--- config.mk ---
export PLATFORM = sky130hd
export DESIGN_NAME = radial_spotlight_dimmer_core
export DESIGN_NICKNAME = d
export VERILOG_FILES = /design/src/sv/rsd_pkg.sv /design/src/sv/radial_spotlight_dimmer_core.sv
export SDC_FILE = /design/constraint.sdc
export NUM_CORES = 2
export LEC_CHECK = 0
export BUFFER_PORTS_ARGS = -buffer_cell sky130_fd_sc_hd__buf_2
export CAP_MARGIN = 20
export CORE_MARGIN = 4
export CORE_UTILIZATION = 35
export CTS_CLUSTER_SIZE = 40
export DETAILED_ROUTE_END_ITERATION = 12
export SYNTH_ARGS = -nofsm -noshare
export SYNTH_HDL_FRONTEND = slang
export SYNTH_SLANG_ARGS = --single-unit
export TNS_END_PERCENT = 100
--- constraint.sdc ---
create_clock -name clk -period 18.3 [get_ports clk]
set_input_delay 3.66 -clock clk [delete_from_list [all_inputs] [get_ports clk]]
set_output_delay 3.66 -clock clk [all_outputs]
set_load 0.05 [all_outputs]
--- src/sv/rsd_pkg.sv ---
// ----------------------------------------------------------------------------
// rsd_pkg: shared constants, types and helpers for the radial spotlight dimmer
// Fixed-point formats, pipeline sizing and the square-root digit step.
// ----------------------------------------------------------------------------
package rsd_pkg;

  // Fixed-point and field sizing
  localparam int FRAC_BITS   = 16;
  localparam int MAX_DIM     = 4096;
  localparam int COORD_W     = 12;
  localparam int CFG_W       = 14;
  localparam int CHAN_W      = 8;
  localparam int DIFF_W      = CFG_W + 1;
  localparam int ABS_W       = CFG_W;

  // Falloff: factor reaches zero at this distance
  localparam int FALLOFF_DIV = 200;
  localparam int FAR_SQ      = FALLOFF_DIV * FALLOFF_DIV;
  localparam int NEAR_W      = $clog2(FALLOFF_DIV);
  localparam int SQ_W        = 2 * NEAR_W;
  localparam int SQ_SUM_W    = SQ_W + 1;

  // Square root of sq << (2*FRAC_BITS), two result bits per stage
  localparam int ROOT_W         = SQ_W / 2 + FRAC_BITS;
  localparam int REM_W          = ROOT_W + 3;
  localparam int SQRT_IN_W      = SQ_W + 2 * FRAC_BITS;
  localparam int BITS_PER_STAGE = 2;
  localparam int SQRT_STAGES    = ROOT_W / BITS_PER_STAGE;

  // Divide by FALLOFF_DIV through a reciprocal multiply, exact for ROOT_W-bit values
  localparam int DROP_SHIFT = ROOT_W + NEAR_W;
  localparam int MULT_W     = DROP_SHIFT - NEAR_W + 1;
  localparam int PROD_W     = ROOT_W + MULT_W;
  localparam int FACT_W     = FRAC_BITS + 1;
  localparam logic [MULT_W-1:0] DROP_MULT =
    MULT_W'(((64'd1 << DROP_SHIFT) + 64'(FALLOFF_DIV) - 64'd1) / 64'(FALLOFF_DIV));
  localparam logic [FACT_W-1:0] ONE = FACT_W'(1) << FRAC_BITS;

  typedef enum logic [0:0] {
    REG_CENTER_X = 1'b0,
    REG_CENTER_Y = 1'b1
  } cfg_reg_t;

  typedef struct packed {
    logic [CHAN_W-1:0] red;
    logic [CHAN_W-1:0] green;
    logic [CHAN_W-1:0] blue;
  } pixel_rgb_t;

  typedef struct packed {
    logic [REM_W-1:0]  rem;
    logic [ROOT_W-1:0] root;
  } root_acc_t;

  // One restoring digit step: bring in two radicand bits, try 4q+1.
  function automatic root_acc_t sqrt_step(root_acc_t acc, logic [1:0] pair);
    logic [REM_W-1:0] rem_sh;
    logic [REM_W-1:0] trial;
    root_acc_t        res;
    rem_sh = {acc.rem[REM_W-3:0], pair};
    trial  = {1'b0, acc.root, 2'b01};
    if (rem_sh >= trial) begin
      res.rem  = rem_sh - trial;
      res.root = {acc.root[ROOT_W-2:0], 1'b1};
    end else begin
      res.rem  = rem_sh;
      res.root = {acc.root[ROOT_W-2:0], 1'b0};
    end
    return res;
  endfunction

endpackage

--- src/sv/radial_spotlight_dimmer_core.sv ---
// ----------------------------------------------------------------------------
// radial_spotlight_dimmer_core: radial vignette with linear falloff
// Darkens each RGB pixel by its distance from a programmable center.
// ----------------------------------------------------------------------------
// The block takes one pixel per clock while in_stall is low and returns one
// dimmed pixel per input, in order, through registered stages for the
// coordinate differences, the squares, the square root (two result bits
// per stage over a 24-bit root), the divide by 200, the factor and the
// channel multiplies, in that order. Throughput is one beat per
// clock while out_stall stays low. A two-entry output (last stage plus a skid
// register) lets the pipeline take one more beat when the consumer stalls;
// after that in_stall rises until the skid register drains. The factor is
// 1 - d/200 in Q1.16, so pixels 200 or more away from the center come out
// black and a pixel on the center passes unchanged. Write center_x (index 0)
// and center_y (index 1) only while the pipeline is empty; cfg_ready is
// always high.
module radial_spotlight_dimmer_core (
  input  logic                        clk,
  input  logic                        rst,
  // configuration write channel
  input  logic                        cfg_valid,
  output logic                        cfg_ready,
  input  logic [0:0]                  cfg_index,
  input  logic [rsd_pkg::CFG_W-1:0]   cfg_data,
  // input pixel channel
  input  logic                        in_valid,
  output logic                        in_stall,
  input  logic [rsd_pkg::COORD_W-1:0] pixel_x,
  input  logic [rsd_pkg::COORD_W-1:0] pixel_y,
  input  logic [rsd_pkg::CHAN_W-1:0]  in_red,
  input  logic [rsd_pkg::CHAN_W-1:0]  in_green,
  input  logic [rsd_pkg::CHAN_W-1:0]  in_blue,
  // output pixel channel
  output logic                        out_valid,
  input  logic                        out_stall,
  output logic [rsd_pkg::CHAN_W-1:0]  out_red,
  output logic [rsd_pkg::CHAN_W-1:0]  out_green,
  output logic [rsd_pkg::CHAN_W-1:0]  out_blue
);

  // --------------------------------------------------------------------------
  // Configuration registers
  // --------------------------------------------------------------------------
  logic [rsd_pkg::CFG_W-1:0] center_x;
  logic [rsd_pkg::CFG_W-1:0] center_y;

  assign cfg_ready = 1'b1;

  always_ff @(posedge clk) begin
    if (rst) begin
      center_x <= '0;
      center_y <= '0;
    end else if (cfg_valid && cfg_ready) begin
      unique case (rsd_pkg::cfg_reg_t'(cfg_index))
        rsd_pkg::REG_CENTER_X: center_x <= cfg_data;
        rsd_pkg::REG_CENTER_Y: center_y <= cfg_data;
      endcase
    end
  end

  // --------------------------------------------------------------------------
  // Flow control: the whole pipeline advances unless the skid register holds
  // a beat. The skid catches the last stage when the consumer stalls.
  // --------------------------------------------------------------------------
  logic sk_valid;
  logic adv;

  assign adv      = !sk_valid;
  assign in_stall = sk_valid;

  // --------------------------------------------------------------------------
  // Stage 1: clamp coordinates, signed differences, absolute values.
  // A difference of 200 or more on either axis already means black.
  // --------------------------------------------------------------------------
  logic [rsd_pkg::COORD_W-1:0] px_c;
  logic [rsd_pkg::COORD_W-1:0] py_c;
  logic [rsd_pkg::DIFF_W-1:0]  dx;
  logic [rsd_pkg::DIFF_W-1:0]  dy;
  logic [rsd_pkg::DIFF_W-1:0]  dx_mag;
  logic [rsd_pkg::DIFF_W-1:0]  dy_mag;
  logic [rsd_pkg::ABS_W-1:0]   adx;
  logic [rsd_pkg::ABS_W-1:0]   ady;
  logic                        near_xy;

  always_comb begin
    px_c = ({1'b0, pixel_x} >= (rsd_pkg::COORD_W + 1)'(rsd_pkg::MAX_DIM)) ?
           rsd_pkg::COORD_W'(rsd_pkg::MAX_DIM - 1) : pixel_x;
    py_c = ({1'b0, pixel_y} >= (rsd_pkg::COORD_W + 1)'(rsd_pkg::MAX_DIM)) ?
           rsd_pkg::COORD_W'(rsd_pkg::MAX_DIM - 1) : pixel_y;
    // pixel minus sign-extended center, in two's complement
    dx = {(rsd_pkg::DIFF_W - rsd_pkg::COORD_W)'(0), px_c}
         - {center_x[rsd_pkg::CFG_W-1], center_x};
    dy = {(rsd_pkg::DIFF_W - rsd_pkg::COORD_W)'(0), py_c}
         - {center_y[rsd_pkg::CFG_W-1], center_y};
    dx_mag = dx[rsd_pkg::DIFF_W-1] ? (~dx + 1'b1) : dx;
    dy_mag = dy[rsd_pkg::DIFF_W-1] ? (~dy + 1'b1) : dy;
    adx = dx_mag[rsd_pkg::ABS_W-1:0];
    ady = dy_mag[rsd_pkg::ABS_W-1:0];
    near_xy = (adx < rsd_pkg::ABS_W'(rsd_pkg::FALLOFF_DIV)) &&
              (ady < rsd_pkg::ABS_W'(rsd_pkg::FALLOFF_DIV));
  end

  logic                       s1_valid;
  logic                       s1_near;
  logic [rsd_pkg::NEAR_W-1:0] s1_dx;
  logic [rsd_pkg::NEAR_W-1:0] s1_dy;
  rsd_pkg::pixel_rgb_t        s1_pix;

  always_ff @(posedge clk) begin
    if (rst) begin
      s1_valid <= 1'b0;
    end else if (adv) begin
      s1_valid <= in_valid;
    end
  end

  always_ff @(posedge clk) begin
    if (adv) begin
      s1_near <= near_xy;
      s1_dx   <= adx[rsd_pkg::NEAR_W-1:0];
      s1_dy   <= ady[rsd_pkg::NEAR_W-1:0];
      s1_pix  <= '{red: in_red, green: in_green, blue: in_blue};
    end
  end

  // --------------------------------------------------------------------------
  // Stage 2: squared distance; anything at or past the falloff edge is far.
  // --------------------------------------------------------------------------
  logic [rsd_pkg::SQ_W-1:0]     sq_x;
  logic [rsd_pkg::SQ_W-1:0]     sq_y;
  logic [rsd_pkg::SQ_SUM_W-1:0] sq_sum;

  assign sq_x   = rsd_pkg::SQ_W'(s1_dx) * rsd_pkg::SQ_W'(s1_dx);
  assign sq_y   = rsd_pkg::SQ_W'(s1_dy) * rsd_pkg::SQ_W'(s1_dy);
  assign sq_sum = {1'b0, sq_x} + {1'b0, sq_y};

  logic                     s2_valid;
  logic                     s2_near;
  logic [rsd_pkg::SQ_W-1:0] s2_sq;
  rsd_pkg::pixel_rgb_t      s2_pix;

  always_ff @(posedge clk) begin
    if (rst) begin
      s2_valid <= 1'b0;
    end else if (adv) begin
      s2_valid <= s1_valid;
    end
  end

  always_ff @(posedge clk) begin
    if (adv) begin
      s2_near <= s1_near && (sq_sum < rsd_pkg::SQ_SUM_W'(rsd_pkg::FAR_SQ));
      s2_sq   <= sq_sum[rsd_pkg::SQ_W-1:0];
      s2_pix  <= s1_pix;
    end
  end

  // --------------------------------------------------------------------------
  // Square-root pipeline: root of sq << (2*FRAC_BITS), distance in Q16.
  // Each stage retires two root bits; the radicand's low half is all zero.
  // --------------------------------------------------------------------------
  logic                     rt_valid [rsd_pkg::SQRT_STAGES];
  logic                     rt_near  [rsd_pkg::SQRT_STAGES];
  logic [rsd_pkg::SQ_W-1:0] rt_sq    [rsd_pkg::SQRT_STAGES];
  rsd_pkg::root_acc_t       rt_acc   [rsd_pkg::SQRT_STAGES];
  rsd_pkg::pixel_rgb_t      rt_pix   [rsd_pkg::SQRT_STAGES];

  for (genvar g = 0; g < rsd_pkg::SQRT_STAGES; g++) begin : g_sqrt
    logic                          st_valid;
    logic                          st_near;
    logic [rsd_pkg::SQ_W-1:0]      st_sq;
    rsd_pkg::root_acc_t            st_acc;
    rsd_pkg::pixel_rgb_t           st_pix;
    logic [rsd_pkg::SQRT_IN_W-1:0] rad;
    rsd_pkg::root_acc_t            acc_next;

    if (g == 0) begin : g_first
      assign st_valid = s2_valid;
      assign st_near  = s2_near;
      assign st_sq    = s2_sq;
      assign st_acc   = '0;
      assign st_pix   = s2_pix;
    end else begin : g_rest
      assign st_valid = rt_valid[g-1];
      assign st_near  = rt_near[g-1];
      assign st_sq    = rt_sq[g-1];
      assign st_acc   = rt_acc[g-1];
      assign st_pix   = rt_pix[g-1];
    end

    assign rad = {st_sq, (2 * rsd_pkg::FRAC_BITS)'(0)};

    always_comb begin
      acc_next = st_acc;
      for (int t = 0; t < rsd_pkg::BITS_PER_STAGE; t++) begin
        acc_next = rsd_pkg::sqrt_step(acc_next,
          rad[rsd_pkg::SQRT_IN_W - 1 - 2 * (g * rsd_pkg::BITS_PER_STAGE + t) -: 2]);
      end
    end

    always_ff @(posedge clk) begin
      if (rst) begin
        rt_valid[g] <= 1'b0;
      end else if (adv) begin
        rt_valid[g] <= st_valid;
      end
    end

    always_ff @(posedge clk) begin
      if (adv) begin
        rt_near[g] <= st_near;
        rt_sq[g]   <= st_sq;
        rt_acc[g]  <= acc_next;
        rt_pix[g]  <= st_pix;
      end
    end
  end

  // --------------------------------------------------------------------------
  // Drop stage: floor(distance / 200) by reciprocal multiply.
  // --------------------------------------------------------------------------
  localparam int LAST = rsd_pkg::SQRT_STAGES - 1;

  logic [rsd_pkg::PROD_W-1:0] drop_prod;

  assign drop_prod = rsd_pkg::PROD_W'(rt_acc[LAST].root)
                     * rsd_pkg::PROD_W'(rsd_pkg::DROP_MULT);

  logic                       dp_valid;
  logic                       dp_near;
  logic [rsd_pkg::FACT_W-1:0] dp_drop;
  rsd_pkg::pixel_rgb_t        dp_pix;

  always_ff @(posedge clk) begin
    if (rst) begin
      dp_valid <= 1'b0;
    end else if (adv) begin
      dp_valid <= rt_valid[LAST];
    end
  end

  always_ff @(posedge clk) begin
    if (adv) begin
      dp_near <= rt_near[LAST];
      dp_drop <= drop_prod[rsd_pkg::DROP_SHIFT +: rsd_pkg::FACT_W];
      dp_pix  <= rt_pix[LAST];
    end
  end

  // --------------------------------------------------------------------------
  // Factor stage: 1.0 minus the drop, zero for far pixels.
  // --------------------------------------------------------------------------
  logic [rsd_pkg::FACT_W-1:0] factor;

  always_comb begin
    if (dp_near && (dp_drop < rsd_pkg::ONE)) begin
      factor = rsd_pkg::ONE - dp_drop;
    end else begin
      factor = '0;
    end
  end

  logic                       fc_valid;
  logic [rsd_pkg::FACT_W-1:0] fc_factor;
  rsd_pkg::pixel_rgb_t        fc_pix;

  always_ff @(posedge clk) begin
    if (rst) begin
      fc_valid <= 1'b0;
    end else if (adv) begin
      fc_valid <= dp_valid;
    end
  end

  always_ff @(posedge clk) begin
    if (adv) begin
      fc_factor <= factor;
      fc_pix    <= dp_pix;
    end
  end

  // --------------------------------------------------------------------------
  // Output stage: scale each channel and drop the fraction bits.
  // --------------------------------------------------------------------------
  localparam int MUL_W = rsd_pkg::CHAN_W + rsd_pkg::FACT_W;

  logic [MUL_W-1:0]    mul_r;
  logic [MUL_W-1:0]    mul_g;
  logic [MUL_W-1:0]    mul_b;
  rsd_pkg::pixel_rgb_t scaled;

  assign mul_r  = MUL_W'(fc_pix.red)   * MUL_W'(fc_factor);
  assign mul_g  = MUL_W'(fc_pix.green) * MUL_W'(fc_factor);
  assign mul_b  = MUL_W'(fc_pix.blue)  * MUL_W'(fc_factor);
  assign scaled = '{red:   mul_r[rsd_pkg::FRAC_BITS +: rsd_pkg::CHAN_W],
                    green: mul_g[rsd_pkg::FRAC_BITS +: rsd_pkg::CHAN_W],
                    blue:  mul_b[rsd_pkg::FRAC_BITS +: rsd_pkg::CHAN_W]};

  logic                o_valid;
  rsd_pkg::pixel_rgb_t o_pix;

  always_ff @(posedge clk) begin
    if (rst) begin
      o_valid <= 1'b0;
    end else if (adv) begin
      o_valid <= fc_valid;
    end
  end

  always_ff @(posedge clk) begin
    if (adv) begin
      o_pix <= scaled;
    end
  end

  // --------------------------------------------------------------------------
  // Skid register: capture the last stage when the consumer stalls, drain it
  // first once the stall drops. The presented beat never changes while held.
  // --------------------------------------------------------------------------
  rsd_pkg::pixel_rgb_t sk_pix;

  always_ff @(posedge clk) begin
    if (rst) begin
      sk_valid <= 1'b0;
    end else if (!sk_valid) begin
      sk_valid <= o_valid && out_stall;
    end else if (!out_stall) begin
      sk_valid <= 1'b0;
    end
  end

  always_ff @(posedge clk) begin
    if (!sk_valid) begin
      sk_pix <= o_pix;
    end
  end

  assign out_valid = sk_valid || o_valid;
  assign out_red   = sk_valid ? sk_pix.red   : o_pix.red;
  assign out_green = sk_valid ? sk_pix.green : o_pix.green;
  assign out_blue  = sk_valid ? sk_pix.blue  : o_pix.blue;

endmodule

# Yosys cells after proc, flatten, opt, wreduce, memory -nomap -nowiden
# Memories as Yosys holds them, arrays and structs flattened. A register that Yosys moved wholly into a read port is not among the register bits.
# Cells that the tools add are included.
# classes
add_sub_neg	30
multipliers	6
order_cmp	28
muxes	48
n_bitwise	15
reduce_logical	10
# op_table
cell	count
$ge 27x26->1	23
$mux 51	12
$mux 49	12
$sub 27x26->27	12
$sub 25x25->25	11
$mul 8x17->24	3
$mul 24x25->49 const B	1
$mul 8x8->16	2
$sub 13x14->15	2
$add 14x1->14 const B	2
$lt 14x8->1 const B	2
$mux 14	2
$not 14->14	2
$mux 8	3
$mux 1	19
$add 16x16->17	1
$lt 17x16->1 const B	1
$lt 17x17->1 const B	1
$sub 17x17->17 const A	1
$or 1x1->1	12
$logic_and 1x1->1	4
$reduce_and 2->1	2
$logic_not 1->1	3
$sub 2x1->3 const B	1
other kinds (3)	3
# word_totals
register_bits	221
ramBits	1116
out_inout_bits	27
n_memories	5
# mem_list
name	depth	width	read_ports	rd_ports_with_merged_regs	write_ports	line_no	rtl
rt_acc	12	51	12	0	12	radial_spotlight_dimmer_core.sv:165	rsd_pkg::root_acc_t rt_acc [rsd_pkg::SQRT_STAGES];
rt_pix	12	24	12	1	12	radial_spotlight_dimmer_core.sv:166	rsd_pkg::pixel_rgb_t rt_pix [rsd_pkg::SQRT_STAGES];
rt_sq	12	16	11	0	12	radial_spotlight_dimmer_core.sv:164	logic [rsd_pkg::SQ_W-1:0] rt_sq [rsd_pkg::SQRT_STAGES];
rt_near	12	1	12	1	12	radial_spotlight_dimmer_core.sv:163	logic rt_near [rsd_pkg::SQRT_STAGES];
rt_valid	12	1	12	1	12	radial_spotlight_dimmer_core.sv:162	logic rt_valid [rsd_pkg::SQRT_STAGES];

# Longest topological paths before layout
# depth
ltp_word	6
ltp_mapped	26

# Worst setup path before layout
# OpenSTA, ideal clock, no wires.
# synth_path
kind	reg-to-reg
startpoint	reg sk_valid, in the netlist in_stall
endpoint	reg dp_drop[0] (netlist bit), enable pin
setup_time_ns	1.285
arrival_ns	19.129
path_slack_ns	-2.114
stages_incl_launch_ff	4
path_buffers	2
path_cell_list	dfxtp_1 > clkbuf_1 > clkbuf_1 > inv_1
# synth_rtl
element	line_no	rtl
start, declared	radial_spotlight_dimmer_core.sv:65	logic sk_valid;
start signal, assigned	radial_spotlight_dimmer_core.sv:326	sk_valid <= o_valid && out_stall;
end signal, assigned	radial_spotlight_dimmer_core.sv:245	dp_drop <= drop_prod[rsd_pkg::DROP_SHIFT +: rsd_pkg::FACT_W];
end, declared	radial_spotlight_dimmer_core.sv:231	logic [rsd_pkg::FACT_W-1:0] dp_drop;
# No word-level cell between the ends.

==> flow_summary_export.csv <==
group,metric,value,unit
hold_path,min_path_type,"flop to flop",
yosys,syn-cell-area,0.0772,sq mm
cells_and_area,regArea,0.0294,sq mm
routing,vias,51296,
die,die-area,0.228,sq mm
setup_path,crit_slowest_cell,"edfxtp_1",
cells_and_area,drive_above_1_share,0.0778,
yosys,ys_types,118,
routing,met3_length,6340,microns
setup_path,cp.arrival,8.05,ns
yosys,avgSynthCellArea,10.8,sq um
routing,ant_nets,0,
place,gp_routability_congestion,0.872,
clocking,cts_resized,0,
sta,fin_worst_skew,0.0962,ns
setup_path,max_stage_delay,0.64,ns
sta,fmax,132,MHz
cells_and_area,fill_cells,21205,
routing,wirelength,167000,microns
setup_path,cp_top_family,"adder cells",
routing,dr.pass1.iters,7,
clocking,cts-root-buf,"clkbuf_16",
sta,fin_tns_setup,0,ns
sta,fin_crit,7.56,ns
sta,post-route-period-util,0.413,
routing,top_layer_used,"met4",
routing,wl_per_cell,16.3,microns
setup_path,critPathMaxFanout,10,
clocking,cts_tree,"yes",
sta,hold_viol,0,
global_routing,antenna_found_initial,2,
die,design.core.area,0.220,sq mm
yosys,syn_inst,7124,
place,dp_cells,9979,
setup_path,crit_chain,"fa_1 -> fa_1 -> inv_1 -> fa_1 -> inv_1 -> fa_1 -> fa_1 -> fa_1 -> inv_1 -> fa_1 -> inv_1 -> ha_1 -> nand3_1 -> nor4_1 -> nand4b_1 -> nand4_1 -> o2111a_1 -> a31o_2 -> a31oi_1 -> o31ai_1 -> a21oi_1 -> xnor2_1",
yosys,yosys.cell_count.top_type,"inv_1",
die,initial_utilization,0.352,
outcome,status,"finished, final reports clean",
global_routing,grt_pass1_wl,277000,microns
die,rows,172,
cells_and_area,synthToLayoutAreaGrowth,10.1,%
yosys,yosys.area.top_type,"edfxtp_1",
routing,m1WireLength,74200,microns
clocking,post_cts_buffers,0,
clocking,clock_latency,0.79,ns
die,die_w,478,microns
place,hpwl,127000,microns
yosys,synth_edf_count,958,
yosys,synthArstFlopShare,0,
cells_and_area,post_layout_nonfiller_instances,10200,
die,die_h,478,microns
routing,post-route-drc-count,0,
clocking,cts_inserted_buffers,115,
global_routing,grt_overflow,0,
cells_and_area,num_antenna_cells,0,
sta,relSlewSlack,0.294,
yosys,synth_top_cell_area_share,0.373,
clocking,clkSinkCount,992,
global_routing,grtUsageTotal,0.146,
cells_and_area,fin_util,0.387,
job,drv_cap,0,
setup_path,cp.required,18.79,ns
routing,vias_per_cell,5.03,
setup_path,cp-start-kind,"flop",
setup_path,crit_path_frequent_cell,"fa_1",
global_routing,grt_max_degree,177,
yosys,seq_area_frac_synth,0.381,
die,num_io_pins,95,
yosys,synth_common_cells,"inv_1 (999), edfxtp_1 (958), ha_1 (736)",
routing,dr_wl_met2,81900,microns
sta,drv_slew,0,
sta,worst_slew_pin_slew,1.06,ns
global_routing,grt_pass1_vias,53208,
clocking,clkTransAtPathRegs,0.06,ns
setup_path,path_buf_inv,4,
cells_and_area,multi_input_area,0.0433,sq mm
yosys,synthFlopType,"edfxtp_1",
clocking,h-tree-depth,3,
setup_path,end_kind,"flop",
place,portBuffers,93,
clocking,hold_buffers,0,
clocking,cts_buffer_depth,3,
cells_and_area,fin_nets,8586,
yosys,ys_warn_count,0,
setup_path,worstSetupPathType,"flop to flop",
routing,drt_iter0_markers,2950,
sta,setup_viol,0,
yosys,synth_area_leaders,"edfxtp_1 (37%), fa_1 (14%), ha_1 (12%)",
yosys,ys_ff_latch,992,
sta,rsz0062_at_grt,"false",
## layout make-up
class	instances	share of cell area
Clock buffer	129	0.0351
Tap cell	2871	0.0423
Multi-Input combinational cell	4971	0.510
Clock inverter	91	0.0113
Timing Repair Buffer	139	0.00997
Inverter	1007	0.0446
Sequential cell	992	0.347
## cell families (layout without fill, tap and decap cells)
| logic type | after synthesis | in the layout | share of synthesized area |
|---|---|---|---|
| DFF | 992 | 992 | 0.381 |
| buffers and inverters | 1164 | 1366 | 0.0574 |
| muxes | 155 | 155 | 0.0224 |
| xor gates and xnor gates | 403 | 403 | 0.0458 |
| AOI/OAI and AO/OA | 1201 | 1201 | 0.103 |
| other | 1 | 4 | 0.0000486 |
| and+or+nand+nor | 1916 | 1916 | 0.127 |
| adders and majority gates | 1292 | 1292 | 0.263 |
## cells in the final DEF (no fill, tap or decap), drive strengths merged, types with 44 or more instances in the layout
master,instances
inv,1019
edfxtp,958
ha,736
nand2,605
fa,556
nor2,336
a21oi,320
and2,260
xnor2,259
o21ai,253
xor2,144
buf,139
nor3,137
clkbuf,129
a21o,122
mux2,119
nand3,114
o21a,71
or3,62
nor2b,54
nand2b,54
a211oi,53
clkinv,52
o31ai,51
nand4,46
or2,46
nor4,44
## state kept, by name (all words and copies together), names as in the netlist, 8 cells and up
name,count
rt_valid,12
center_y,14
s1_dy,8
o_pix,24
rt_acc,409
g_sqrt.st_pix,24
center_x,14
rt_sq,24
sk_pix,24
dp_pix,24
s1_dx,8
s1_pix,24
fc_factor,17
g_sqrt.st_sq,16
rt_near,12
rt_pix,288
fc_pix,24
dp_drop,17
## layer usage
metal / global-route usage / up-vias
met1: 0.190 / 25126
li1: - / 24982
met4: 0.0394 / 0
met3: 0.0207 / 251
met5: 0 / -
met2: 0.255 / 937
## worst paths after layout
| check | slack (ns) | to | cells after the start | startpoint |
|---|---|---|---|---|
| worst min register to register | 0.35 | rt_pix[2][15] | 0 | rt_pix[1][15] |
| worst max register to register | 10.74 | dp_drop[15] | 22 | rt_acc[2][157] |
| worst max-delay path | 10.74 | dp_drop[15] | 22 | rt_acc[2][157] |
| worst min-delay path | 0.35 | rt_pix[2][15] | 0 | rt_pix[1][15] |
## stage by stage
stage	cell area (sq um)	hold WS (ns)	setup slack (ns)
2_1_floorplan	77200	0.400	2.13
3_3_place_gp	81000	0.400	10.23
3_5_place_dp	81000	0.405	10.33
4_1_cts	84900	0.348	10.63
5_1_grt	85000	0.366	10.36
6_report	85000	0.355	10.74
Power is left out: the tool's default activity adds up to more than one toggle a clock period on the data nets, which glitch-free logic cannot reach.
